--- src/rtl/imm_pkg.sv ---
// Shared types and constants of the integer matrix multiplier.
`default_nettype none
package imm_pkg;

    localparam int CFG_W   = 4;
    localparam int IDX_W   = 3;
    localparam int IN_EL_W = 16;
    localparam int PROD_W  = 35;

    localparam logic [1:0] REG_A_ROWS    = 2'd0;
    localparam logic [1:0] REG_INNER_DIM = 2'd1;
    localparam logic [1:0] REG_B_COLS    = 2'd2;

    typedef enum logic [1:0] {
        CMD_LOAD_A  = 2'd0,
        CMD_LOAD_B  = 2'd1,
        CMD_COMPUTE = 2'd2
    } t_cmd;

    typedef enum logic [1:0] {
        ST_OK      = 2'd0,
        ST_RANGE   = 2'd1,
        ST_PRODUCT = 2'd2
    } t_status;

    typedef enum logic [1:0] {
        K_LOAD_A  = 2'd0,
        K_LOAD_B  = 2'd1,
        K_RANGE   = 2'd2,
        K_COMPUTE = 2'd3
    } t_kind;

    typedef enum logic [1:0] {
        BK_IDLE = 2'd0,
        BK_MAC  = 2'd1,
        BK_EMIT = 2'd2
    } t_bk_state;

    typedef logic signed [PROD_W-1:0] t_acc;

    typedef struct packed {
        logic [CFG_W-1:0] m;
        logic [CFG_W-1:0] n;
        logic [CFG_W-1:0] p;
    } t_dims;

    typedef struct packed {
        t_kind               kind;
        logic [IDX_W-1:0]    row;
        logic [IDX_W-1:0]    col;
        logic [IN_EL_W-1:0]  value;
    } t_op;

    typedef struct packed {
        logic valid;
        t_op  op;
    } t_q_head;

    typedef struct packed {
        t_status          status;
        logic [IDX_W-1:0] row;
        logic [IDX_W-1:0] col;
        t_acc             value;
        logic             last;
    } t_result;

endpackage
`default_nettype wire

--- src/rtl/integer_matrix_multiply.sv ---
// Integer matrix multiplier: loads A and B element by element, streams out A*B.
//
// Input stream (s_axis): tuser is the command (load A, load B, compute), tdata
// carries row, column and a signed element. Every load returns one beat on
// the output stream (m_axis) with status accepted or out of range, tlast set.
// A compute returns a_rows*b_cols product beats in row-major order, tlast on
// the final one. Command 3 is consumed without a result.
// Loads run at one beat per cycle while the output is not stalled. A compute
// does one multiply-accumulate per cycle through the element RAM read ports;
// each product also passes through the read, multiply and emit stages.
// A two-entry queue between the input check and the executing sequencer lets
// input beats be taken while the output stalls; when tready is low the output
// register holds its beat and the sequencer waits before its next emit or load.
// Reset clears the sizes to 1 and empties queue and output; element storage
// is not cleared and holds nothing defined until written. The user must write
// the size registers through the cfg port only while the block is idle; the block does not enforce it.
`default_nettype none
module integer_matrix_multiply #(
    parameter int MAX_DIM    = 8,
    parameter int ELEM_WIDTH = 16
) (
    input  wire logic        i_clk,
    input  wire logic        i_rst_n,
    input  wire logic        i_cfg_we,
    input  wire logic [1:0]  i_cfg_addr,
    input  wire logic [3:0]  i_cfg_data,
    input  wire logic        i_s_axis_tvalid,
    output logic             o_s_axis_tready,
    input  wire logic [23:0] i_s_axis_tdata,  // row_index[2:0], col_index[5:3], element_value[21:6]
    input  wire logic [1:0]  i_s_axis_tuser,  // command[1:0]
    output logic             o_m_axis_tvalid,
    input  wire logic        i_m_axis_tready,
    output logic [47:0]      o_m_axis_tdata,  // out_row[2:0], out_col[5:3], product_value[40:6]
    output logic [1:0]       o_m_axis_tuser,  // status[1:0]
    output logic             o_m_axis_tlast
);
    logic [imm_pkg::CFG_W-1:0] r_a_rows, r_inner_dim, r_b_cols;
    imm_pkg::t_dims   w_dims;
    imm_pkg::t_q_head w_head;
    logic             w_pop;
    imm_pkg::t_result w_result;

    function automatic logic [imm_pkg::CFG_W-1:0] eff_size(input logic [imm_pkg::CFG_W-1:0] v);
        if (v == '0) begin
            return imm_pkg::CFG_W'(1);
        end else if (32'(v) > MAX_DIM) begin
            return imm_pkg::CFG_W'(MAX_DIM);
        end
        return v;
    endfunction

    always_ff @(posedge i_clk) begin
        if (!i_rst_n) begin
            r_a_rows    <= imm_pkg::CFG_W'(1);
            r_inner_dim <= imm_pkg::CFG_W'(1);
            r_b_cols    <= imm_pkg::CFG_W'(1);
        end else if (i_cfg_we) begin
            unique case (i_cfg_addr)
                imm_pkg::REG_A_ROWS:    r_a_rows    <= i_cfg_data;
                imm_pkg::REG_INNER_DIM: r_inner_dim <= i_cfg_data;
                imm_pkg::REG_B_COLS:    r_b_cols    <= i_cfg_data;
                default: ;
            endcase
        end
    end

    assign w_dims.m = eff_size(r_a_rows);
    assign w_dims.n = eff_size(r_inner_dim);
    assign w_dims.p = eff_size(r_b_cols);

    imm_front u_front (
        .i_clk     (i_clk),
        .i_rst_n   (i_rst_n),
        .i_dims    (w_dims),
        .i_valid   (i_s_axis_tvalid),
        .o_ready   (o_s_axis_tready),
        .i_command (i_s_axis_tuser),
        .i_row     (i_s_axis_tdata[2:0]),
        .i_col     (i_s_axis_tdata[5:3]),
        .i_value   (i_s_axis_tdata[21:6]),
        .o_head    (w_head),
        .i_pop     (w_pop)
    );

    imm_back #(.MAX_DIM(MAX_DIM), .ELEM_WIDTH(ELEM_WIDTH)) u_back (
        .i_clk    (i_clk),
        .i_rst_n  (i_rst_n),
        .i_dims   (w_dims),
        .i_head   (w_head),
        .o_pop    (w_pop),
        .o_valid  (o_m_axis_tvalid),
        .i_ready  (i_m_axis_tready),
        .o_result (w_result)
    );

    assign o_m_axis_tdata = {7'd0, w_result.value, w_result.col, w_result.row};
    assign o_m_axis_tuser = w_result.status;
    assign o_m_axis_tlast = w_result.last;

    // load acknowledges are single-beat responses
    a_ack_last: assert property (@(posedge i_clk) disable iff (!i_rst_n)
        o_m_axis_tvalid && o_m_axis_tuser != imm_pkg::ST_PRODUCT |-> o_m_axis_tlast)
        else $error("load acknowledge without tlast");

    a_ack_zero: assert property (@(posedge i_clk) disable iff (!i_rst_n)
        o_m_axis_tvalid && o_m_axis_tuser != imm_pkg::ST_PRODUCT
        |-> o_m_axis_tdata[40:6] == '0)
        else $error("load acknowledge with nonzero product");

    a_prod_pos: assert property (@(posedge i_clk) disable iff (!i_rst_n)
        o_m_axis_tvalid && o_m_axis_tuser == imm_pkg::ST_PRODUCT
        |-> ({1'b0, o_m_axis_tdata[2:0]} < w_dims.m) && ({1'b0, o_m_axis_tdata[5:3]} < w_dims.p))
        else $error("product position outside result size");

    a_pop_head: assert property (@(posedge i_clk) disable iff (!i_rst_n)
        w_pop |-> w_head.valid)
        else $error("queue popped while empty");
endmodule
`default_nettype wire

--- src/rtl/imm_ram.sv ---
// Generic single-write, single-read RAM with registered read data.
`default_nettype none
module imm_ram #(
    parameter int WIDTH = 16,
    parameter int DEPTH = 64,
    localparam int AW   = (DEPTH > 1) ? $clog2(DEPTH) : 1
) (
    input  wire logic                   i_clk,
    input  wire logic                   i_wr_en,
    input  wire logic [AW-1:0]          i_wr_addr,
    input  wire logic [WIDTH-1:0]       i_wr_data,
    input  wire logic [AW-1:0]          i_rd_addr,
    output logic      [WIDTH-1:0]       o_rd_data
);
    logic [WIDTH-1:0] r_mem [DEPTH];

    always_ff @(posedge i_clk) begin
        if (i_wr_en) begin
            r_mem[i_wr_addr] <= i_wr_data;
        end
        o_rd_data <= r_mem[i_rd_addr];
    end
endmodule
`default_nettype wire

--- src/rtl/imm_front.sv ---
// Front end: accepts input beats, checks indexes, queues operations for the back end.
`default_nettype none
module imm_front (
    input  wire logic                    i_clk,
    input  wire logic                    i_rst_n,
    input  wire imm_pkg::t_dims          i_dims,
    input  wire logic                    i_valid,
    output logic                         o_ready,
    input  wire logic [1:0]              i_command,
    input  wire logic [imm_pkg::IDX_W-1:0]   i_row,
    input  wire logic [imm_pkg::IDX_W-1:0]   i_col,
    input  wire logic [imm_pkg::IN_EL_W-1:0] i_value,
    output imm_pkg::t_q_head             o_head,
    input  wire logic                    i_pop
);
    imm_pkg::t_op     r_q [2];
    logic             r_wp, n_wp;
    logic             r_rp, n_rp;
    logic [1:0]       r_cnt, n_cnt;
    imm_pkg::t_op     w_op;
    logic             w_keep;
    logic             w_push;
    logic [imm_pkg::CFG_W-1:0] w_row, w_col;

    assign w_row = {1'b0, i_row};
    assign w_col = {1'b0, i_col};

    always_comb begin
        w_op.row   = i_row;
        w_op.col   = i_col;
        w_op.value = i_value;
        w_op.kind  = imm_pkg::K_COMPUTE;
        w_keep     = 1'b1;
        unique case (i_command)
            imm_pkg::CMD_LOAD_A: begin
                w_op.kind = (w_row >= i_dims.m || w_col >= i_dims.n) ?
                            imm_pkg::K_RANGE : imm_pkg::K_LOAD_A;
            end
            imm_pkg::CMD_LOAD_B: begin
                w_op.kind = (w_row >= i_dims.n || w_col >= i_dims.p) ?
                            imm_pkg::K_RANGE : imm_pkg::K_LOAD_B;
            end
            imm_pkg::CMD_COMPUTE: begin
                w_op.kind = imm_pkg::K_COMPUTE;
            end
            default: begin
                w_keep = 1'b0;
            end
        endcase
    end

    assign o_ready = (r_cnt != 2'd2);
    assign w_push  = i_valid && o_ready && w_keep;

    always_comb begin
        n_wp  = r_wp;
        n_rp  = r_rp;
        n_cnt = r_cnt;
        if (w_push) begin
            n_wp = ~r_wp;
        end
        if (i_pop) begin
            n_rp = ~r_rp;
        end
        priority if (w_push && !i_pop) begin
            n_cnt = r_cnt + 2'd1;
        end else if (i_pop && !w_push) begin
            n_cnt = r_cnt - 2'd1;
        end else begin
            n_cnt = r_cnt;
        end
    end

    always_ff @(posedge i_clk) begin
        if (!i_rst_n) begin
            r_wp  <= 1'b0;
            r_rp  <= 1'b0;
            r_cnt <= 2'd0;
        end else begin
            r_wp  <= n_wp;
            r_rp  <= n_rp;
            r_cnt <= n_cnt;
        end
    end

    always_ff @(posedge i_clk) begin
        if (w_push) begin
            r_q[r_wp] <= w_op;
        end
    end

    assign o_head.valid = (r_cnt != 2'd0);
    assign o_head.op    = r_q[r_rp];
endmodule
`default_nettype wire

--- src/rtl/imm_back.sv ---
// Back end: executes queued loads and runs the multiply-accumulate sequencer.
`default_nettype none
module imm_back #(
    parameter int MAX_DIM    = 8,
    parameter int ELEM_WIDTH = 16
) (
    input  wire logic              i_clk,
    input  wire logic              i_rst_n,
    input  wire imm_pkg::t_dims    i_dims,
    input  wire imm_pkg::t_q_head  i_head,
    output logic                   o_pop,
    output logic                   o_valid,
    input  wire logic              i_ready,
    output imm_pkg::t_result       o_result
);
    localparam int DEPTH = MAX_DIM * MAX_DIM;
    localparam int AW    = (DEPTH > 1) ? $clog2(DEPTH) : 1;

    imm_pkg::t_bk_state r_state, n_state;
    logic [imm_pkg::IDX_W-1:0] r_i, n_i, r_j, n_j, r_k, n_k;
    logic              r_v1, n_v1, r_v2, n_v2;
    logic              r_last1, n_last1, r_last2, n_last2;
    logic              r_done, n_done;
    imm_pkg::t_acc     r_acc, n_acc;
    logic signed [2*ELEM_WIDTH-1:0] r_mul;
    logic              r_out_valid, n_out_valid;
    imm_pkg::t_result  r_out, n_out;

    logic              w_we_a, w_we_b;
    logic [AW-1:0]     w_wr_addr, w_rd_a, w_rd_b;
    logic [ELEM_WIDTH-1:0] w_wr_data, w_a_data, w_b_data;
    logic signed [ELEM_WIDTH-1:0] w_a, w_b;
    logic              w_out_free;
    logic              w_k_end, w_j_end, w_i_end;

    assign w_wr_addr = AW'(32'(i_head.op.row) * MAX_DIM + 32'(i_head.op.col));
    assign w_wr_data = ELEM_WIDTH'(signed'(i_head.op.value));
    assign w_rd_a    = AW'(32'(r_i) * MAX_DIM + 32'(r_k));
    assign w_rd_b    = AW'(32'(r_k) * MAX_DIM + 32'(r_j));

    imm_ram #(.WIDTH(ELEM_WIDTH), .DEPTH(DEPTH)) u_a_ram (
        .i_clk     (i_clk),
        .i_wr_en   (w_we_a),
        .i_wr_addr (w_wr_addr),
        .i_wr_data (w_wr_data),
        .i_rd_addr (w_rd_a),
        .o_rd_data (w_a_data)
    );

    imm_ram #(.WIDTH(ELEM_WIDTH), .DEPTH(DEPTH)) u_b_ram (
        .i_clk     (i_clk),
        .i_wr_en   (w_we_b),
        .i_wr_addr (w_wr_addr),
        .i_wr_data (w_wr_data),
        .i_rd_addr (w_rd_b),
        .o_rd_data (w_b_data)
    );

    assign w_a = signed'(w_a_data);
    assign w_b = signed'(w_b_data);

    assign w_out_free = !r_out_valid || i_ready;
    assign w_k_end    = ({1'b0, r_k} + 4'd1 == i_dims.n);
    assign w_j_end    = ({1'b0, r_j} + 4'd1 == i_dims.p);
    assign w_i_end    = ({1'b0, r_i} + 4'd1 == i_dims.m);

    always_comb begin
        n_state     = r_state;
        n_i         = r_i;
        n_j         = r_j;
        n_k         = r_k;
        n_v1        = 1'b0;
        n_last1     = 1'b0;
        n_v2        = r_v1;
        n_last2     = r_last1;
        n_done      = r_done;
        n_acc       = r_acc;
        n_out_valid = r_out_valid && !i_ready;
        n_out       = r_out;
        o_pop       = 1'b0;
        w_we_a      = 1'b0;
        w_we_b      = 1'b0;

        if (r_v2) begin
            n_acc = r_acc + imm_pkg::t_acc'(r_mul);
            if (r_last2) begin
                n_done = 1'b1;
            end
        end

        unique case (r_state)
            imm_pkg::BK_IDLE: begin
                if (i_head.valid) begin
                    if (i_head.op.kind == imm_pkg::K_COMPUTE) begin
                        o_pop   = 1'b1;
                        n_i     = '0;
                        n_j     = '0;
                        n_k     = '0;
                        n_acc   = '0;
                        n_done  = 1'b0;
                        n_state = imm_pkg::BK_MAC;
                    end else if (w_out_free) begin
                        o_pop        = 1'b1;
                        w_we_a       = (i_head.op.kind == imm_pkg::K_LOAD_A);
                        w_we_b       = (i_head.op.kind == imm_pkg::K_LOAD_B);
                        n_out_valid  = 1'b1;
                        n_out.status = (i_head.op.kind == imm_pkg::K_RANGE) ?
                                       imm_pkg::ST_RANGE : imm_pkg::ST_OK;
                        n_out.row    = i_head.op.row;
                        n_out.col    = i_head.op.col;
                        n_out.value  = '0;
                        n_out.last   = 1'b1;
                    end
                end
            end
            imm_pkg::BK_MAC: begin
                n_v1    = 1'b1;
                n_last1 = w_k_end;
                if (w_k_end) begin
                    n_k     = '0;
                    n_state = imm_pkg::BK_EMIT;
                end else begin
                    n_k = r_k + 3'd1;
                end
            end
            imm_pkg::BK_EMIT: begin
                if (r_done && w_out_free) begin
                    n_out_valid  = 1'b1;
                    n_out.status = imm_pkg::ST_PRODUCT;
                    n_out.row    = r_i;
                    n_out.col    = r_j;
                    n_out.value  = r_acc;
                    n_out.last   = w_i_end && w_j_end;
                    n_acc        = '0;
                    n_done       = 1'b0;
                    if (w_j_end) begin
                        n_j = '0;
                        n_i = r_i + 3'd1;
                    end else begin
                        n_j = r_j + 3'd1;
                    end
                    n_state = (w_i_end && w_j_end) ? imm_pkg::BK_IDLE : imm_pkg::BK_MAC;
                end
            end
            default: begin
                n_state = imm_pkg::BK_IDLE;
            end
        endcase
    end

    always_ff @(posedge i_clk) begin
        if (!i_rst_n) begin
            r_state     <= imm_pkg::BK_IDLE;
            r_v1        <= 1'b0;
            r_v2        <= 1'b0;
            r_done      <= 1'b0;
            r_out_valid <= 1'b0;
        end else begin
            r_state     <= n_state;
            r_v1        <= n_v1;
            r_v2        <= n_v2;
            r_done      <= n_done;
            r_out_valid <= n_out_valid;
        end
    end

    always_ff @(posedge i_clk) begin
        r_i     <= n_i;
        r_j     <= n_j;
        r_k     <= n_k;
        r_last1 <= n_last1;
        r_last2 <= n_last2;
        r_acc   <= n_acc;
        r_mul   <= w_a * w_b;
        r_out   <= n_out;
    end

    assign o_valid  = r_out_valid;
    assign o_result = r_out;
endmodule
`default_nettype wire

--- config.mk ---
export PLATFORM = sky130hd
export DESIGN_NAME = integer_matrix_multiply
export DESIGN_NICKNAME = d
export VERILOG_FILES = /design/src/rtl/imm_pkg.sv /design/src/rtl/integer_matrix_multiply.sv /design/src/rtl/imm_ram.sv /design/src/rtl/imm_front.sv /design/src/rtl/imm_back.sv
export SDC_FILE = /design/constraint.sdc
export NUM_CORES = 2
export LEC_CHECK = 0
export BUFFER_PORTS_ARGS = -buffer_cell sky130_fd_sc_hd__buf_2
export CAP_MARGIN = 20
export CORE_UTILIZATION = 35
export CTS_CLUSTER_DIAMETER = 40
export DETAILED_ROUTE_END_ITERATION = 10
export SLEW_MARGIN = 20
export SYNTH_ARGS = -nofsm -noshare
export SYNTH_HDL_FRONTEND = slang
export SYNTH_SLANG_ARGS = --single-unit
--- constraint.sdc ---
create_clock -name i_clk -period 17.7 [get_ports i_clk]
set_clock_uncertainty 0.05 [all_clocks]
set_input_delay 2.655 -clock i_clk [delete_from_list [all_inputs] [get_ports i_clk]]
set_output_delay 2.655 -clock i_clk [all_outputs]
set_load 0.03 [all_outputs]
### Yosys cells after proc, flatten, opt, wreduce, memory -nomap -nowiden

Memories as Yosys holds them, arrays and structs flattened. A register that Yosys moved wholly into a read port is not among the register bits.
Index checks and enable logic that the tools add are counted.

| word-level totals | value |
|---|---|
| bits in registers | 144 |
| RAM bits | 2,096 |
| input port bits | 37 |
| output and inout bits | 53 |
| memories kept | 3 |

Memory list:

| memory | depth | width | read ports | clocked after memory_dff | write ports | line | RTL |
|---|---|---|---|---|---|---|---|
| u_back.u_a_ram.r_mem | 64 | 16 | 1 | 1 | 1 | imm_ram.sv:15 | `logic [WIDTH-1:0] r_mem [DEPTH];` |
| u_back.u_b_ram.r_mem | 64 | 16 | 1 | 1 | 1 | imm_ram.sv:15 |  |
| u_front.r_q | 2 | 24 | 1 | 1 | 1 | imm_front.sv:16 | `imm_pkg::t_op r_q [2];` |

| cells by class | value |
|---|---|
| add/sub/neg operators | 12 |
| multipliers | 1 |
| order comparisons | 7 |
| equality and inequality tests | 20 |
| mux-type cells | 80 |
| bitwise logic cells | 2 |
| reduce and logical (&&, ||, !) cells | 34 |

Operators by type and width:

| operator | number |
|---|---|
| 2-to-1 mux 44 bit | 4 |
| 2-to-1 mux 35 bit | 4 |
| case mux 44 bit (2 select lines) | 1 |
| case mux 35 bit (2 select lines) | 1 |
| 2-to-1 mux 1 bit | 39 |
| 2-to-1 mux 4 bit | 9 |
| adder 35 x 32 -> 35 bit | 1 |
| multiplier 16 x 16 -> 32 bit | 1 |
| 2-to-1 mux 3 bit | 7 |
| adder 6 x 3 -> 6 bit | 3 |
| case mux 3 bit (2 select lines) | 3 |
| greater-or-equal comparator 3 x 4 -> 1 bit | 4 |
| 2-to-1 mux 2 bit | 8 |
| adder 3 x 1 -> 4 bit, second input constant | 3 |
| == test 4 bit | 3 |
| > comparator 4 bit, second input constant | 3 |
| logical NOT 4 bit | 3 |
| inequality test 2 x 1 -> 1 bit, second input constant | 6 |
| == test 2 bit, second input constant | 5 |
| AND reduction 5 bit | 2 |
| adder 3 x 1 -> 3 bit, second input constant | 3 |
| == test 2 x 1 -> 1 bit, second input constant | 4 |
| logical NOT 2 bit | 4 |
| AND reduction 4 bit | 2 |
| 14 further kinds | 33 |

### Logic depth before layout (Yosys ltp)

| logic depth | value |
|---|---|
| depth after elaboration | 9 |
| gate-level depth with buffers | 24 |
| depth with buffers taken out | 22 |

### Hierarchy

From an unflattened synthesis, not the netlist that was laid out.

| second synthesis, totals | value |
|---|---|
| cells, all modules | 5,544 |
| area total of the unflattened synthesis | 98,869.8 µm² |

By module, submodules not included:

| module | instances | cells each | area an instance (µm²) | sequential area each (µm²) |
|---|---|---|---|---|
| imm_ram | 2 | 1,829 | 40,042.2 | 31,069.8 |
| imm_back | 1 | 1,676 | 15,870.2 | 3,093.0 |
| imm_front | 1 | 143 | 2,289.7 | 1,541.5 |
| integer_matrix_multiply | 1 | 67 | 625.6 | 240.2 |

### Least setup slack after synthesis

No wires, ideal clock.

| timing path | value |
|---|---|
| path kind | input -> register |
| start | input port i_m_axis_tready |
| end | register u_back.r_out (netlist bit u_back.o_result[0]) (enable) |
| data arrival time | 5.735 ns |
| data required time | 17.150 ns |
| slack | 11.416 ns |
| stages on the path | 2 |
| cell sequence | nor2b_1 -> nor3_1 |

| on the way | value |
|---|---|
| longest elaborated chain between the ends | 4 |

Ends and longest elaborated chain:

| item | line | RTL |
|---|---|---|
| start, declared | integer_matrix_multiply.sv:32 | `input wire logic i_m_axis_tready,` |
| logical OR 1 bit (*) | imm_back.sv:62 | `assign w_out_free = !r_out_valid \|\| i_ready;` |
| logical AND 1 bit | imm_back.sv:127 | `if (r_done && w_out_free) begin` |
| inequality test 2 x 1 -> 1 bit (no source line) | -- |  |
| AND reduction 5 bit (no source line) (*) | -- |  |
| end signal, assigned | imm_back.sv:175 | `r_out <= n_out;` |
| end, declared | imm_back.sv:27 | `imm_pkg::t_result r_out, n_out;` |

Every way passes the cells marked *; elsewhere a longest branch is shown, timed or not.
A chain may end at the register's enable or synchronous reset.

### Worst setup path in the final report

| timing path | value |
|---|---|
| start | register u_back.u_b_ram.o_rd_data[1], read port of u_back.u_b_ram.r_mem |
| end | register u_back.r_mul[31] |

| on the way | value |
|---|---|
| longest elaborated chain between the ends | 1 |

Ends and longest elaborated chain:

| item | line | RTL |
|---|---|---|
| start, declared | imm_ram.sv:13 | `output logic [WIDTH-1:0] o_rd_data` |
| multiplier 16 x 16 -> 32 bit | imm_back.sv:174 | `r_mul <= w_a * w_b;` |
| end signal, assigned | imm_back.sv:174 |  |
| end, declared | imm_back.sv:25 | `logic signed [2*ELEM_WIDTH-1:0] r_mul;` |

Every way passes these cells.

==> metrics.csv <==
metric;value;unit
drcViolationCount;0;
fillCellCount;24300;
tritoncts;built;
path_class;reg -> reg;
postSynth.asyncResetShare;0;%
clock_latency;0.94;ns
drtAntennaViolNets;0;
fp.dieH;530.0;microns
maxCapViolations;0;
crit_path_end_kind;flop;
synth_ff_type;edfxtp_1;
antenna_found_initial;23;
hp-class;reg -> reg;
layout.cells.most_common;edfxtp_1;
setup_violations;0;
io_pins;90;
synth_edf_count;2149;
synth_seq_area_share;68.67;%
synthesis.area;0.09759;sq mm
final_cell_mix;edfxtp_1, mux4_2, inv_1, clkbuf_16, fa_1;
dp_slack;10.73;ns
critical_path.max_fanout;16;
worst_ep_arrival_time;7.76;ns
maxSlewHeadroom;23.84;%
rsz0062_at_grt;no;
drive_gt1_share;26.23;%
clk_path_buf_depth;4;
status;complete, no violations;
crit_required;18.47;ns
grt_pass1_wl;345200;microns
area_delta_synth_final;16.46;%
synth_cell_type_count;67;
finalHoldViolCount;0;
placementRows;193;
drtPass1Iterations;5;
drv_slew;0;
grt_pass1_vias;49880;
wl_per_cell;25.32;microns
cts_sinks;2273;
start_util;35.23;%
cts_root_buf;clkbuf_16;
ctsHoldBuffers;0;
numPortBuffers;80;
cts_resized;0;
start_kind;flop;
htreeDepth;5;
regArea;0.06702;sq mm
hpwl;142700;microns
die_w;530.0;microns
ys_ff_latch;2273;
finalNetCount;5804;
syn_avg_cell_area;19.51;sq um
fp.coreArea;0.2770;sq mm
tightest_slew;1.142;ns
fmax;0.1432;GHz
clk_pin_slew;0.06;ns
dieArea;0.2809;sq mm
drtIter0Drc;4924;
via_count;48390;
grt.overflow.total;0;
gr-usage-all-layers;16.87;%
setup_tns;0;ns
postCtsSetupBuffers;0;
fin_crit_sh;39.45;%
grt_max_degree;114;
multiInputGateArea;0.02841;sq mm
ys_warn_count;0;
synth_cells;5003;
utilization;41.03;%
fin_ws;10.72;ns
fin_crit;6.983;ns
cts_made_buffers;308;
routed_wl;236000;microns
gp_routability_congestion;0.8227;
viasPerCell;5.192;
[worst max-delay path: stages (launching register included)]
cell,delay (ns)
dfxtp_1,0.79
nand2_1,0.20
inv_1,0.18
fa_1,0.58
fa_1,0.80
inv_1,0.18
fa_1,0.51
fa_1,0.57
fa_1,0.43
fa_1,0.49
inv_1,0.04
ha_1,0.35
inv_1,0.13
o21ai_0,0.09
a2111oi_0,0.50
o21ai_1,0.14
a21oi_1,0.37
o211ai_1,0.16
a21oi_1,0.19
xnor2_1,0.13
[metrics by stage]
| stage | area, sq um | hold slack (ns) | instances |
|---|---|---|---|
| floorplan | 97610 | 0.2596 | 5009 |
| global placement | 103200 | 0.2629 | 8761 |
| detailed placement | 103200 | 0.2664 | 8761 |
| CTS | 113500 | 0.2795 | 9303 |
| global route | 113600 | 0.2898 | 9311 |
| finish | 113700 | 0.2780 | 9320 |
[cell families after synthesis]
kind of cell               Yosys count  synth area share (%)
AOI/OAI and AO/OA                  256                 1.666
xor gates and xnor gates            64                0.5744
adders and majority gates          395                 7.088
buffers and inverters              556                 2.318
DFF                               2273                 68.67
muxes                              729                 16.12
other                                1              0.003843
and+or+nand+nor                    729                 3.559
[flip-flops by register name, summed over array words and instances, names as in the netlist, 2 cells and up, named ones only]
register,flops
u_back.u_a_ram.r_mem,1024
u_back.u_b_ram.r_mem,1024
u_front.r_q,48
u_back.o_result,44
u_back.r_acc,35
u_back.r_mul,32
u_back.u_a_ram.o_rd_data,16
u_back.u_b_ram.o_rd_data,16
r_a_rows,4
r_b_cols,4
r_inner_dim,4
u_back.r_i,3
u_back.r_j,3
u_back.r_k,3
u_back.r_state,2
u_front.r_cnt,2
[layer usage]
layer / part of all wire, % / track usage (%) / vias to the layer above
met2: 48 / 27.11 / 1723
met1: 43 / 23.44 / 25870
met4: 2.0 / 4.066 / 12
met5: 0.029 / 0 / -
li1: - / - / 20440
met3: 7.5 / 3.495 / 339
[cell usage after synthesis, types with 17 or more instances]
cell / n / area, sq um
fa_1: 263 / 5265
a21oi_1: 71 / 355.3
nand2b_1: 30 / 187.7
nor2_1: 209 / 784.5
nand3_1: 31 / 155.2
buf_2: 44 / 220.2
and2_1: 168 / 1051
mux2i_1: 37 / 370.4
dfxtp_1: 124 / 2482
a21o_1: 20 / 150.1
xnor2_1: 50 / 437.9
clkbuf_1: 141 / 529.3
buf_4: 20 / 150.1
ha_1: 132 / 1652
buf_1: 18 / 67.56
nand2_1: 211 / 792.0
nor3_1: 17 / 85.08
edfxtp_1: 2149 / 64530
mux4_2: 672 / 15130
o21ai_0: 50 / 250.2
inv_1: 327 / 1227
mux2_2: 20 / 225.2
[final cells by class]
| class | count | share of cell area [%] |
|---|---|---|
| Sequential cell | 2273 | 58.97 |
| Antenna cell | 11 | 0.02422 |
| Tap cell | 3705 | 4.079 |
| Inverter | 327 | 1.080 |
| Multi-Input combinational cell | 2180 | 24.99 |
| Clock inverter | 196 | 1.960 |
| Timing Repair Buffer | 282 | 1.822 |
| Clock buffer | 346 | 7.074 |
[worst paths after layout]
check | depth (start not counted) | to | start | slack [ns]
worst max-delay path | 19 | u_back.r_mul[31] | u_back.u_b_ram.o_rd_data[1] | 10.72
worst min-delay path | 0 | u_back.r_last2 | u_back.n_last2 | 0.28
worst max register to register | 19 | u_back.r_mul[31] | u_back.u_b_ram.o_rd_data[1] | 10.72
worst min register to register | 0 | u_back.r_last2 | u_back.n_last2 | 0.28
Power is left out: the tool's default activity adds up to more than one toggle a clock period on the data nets, which glitch-free logic cannot reach.
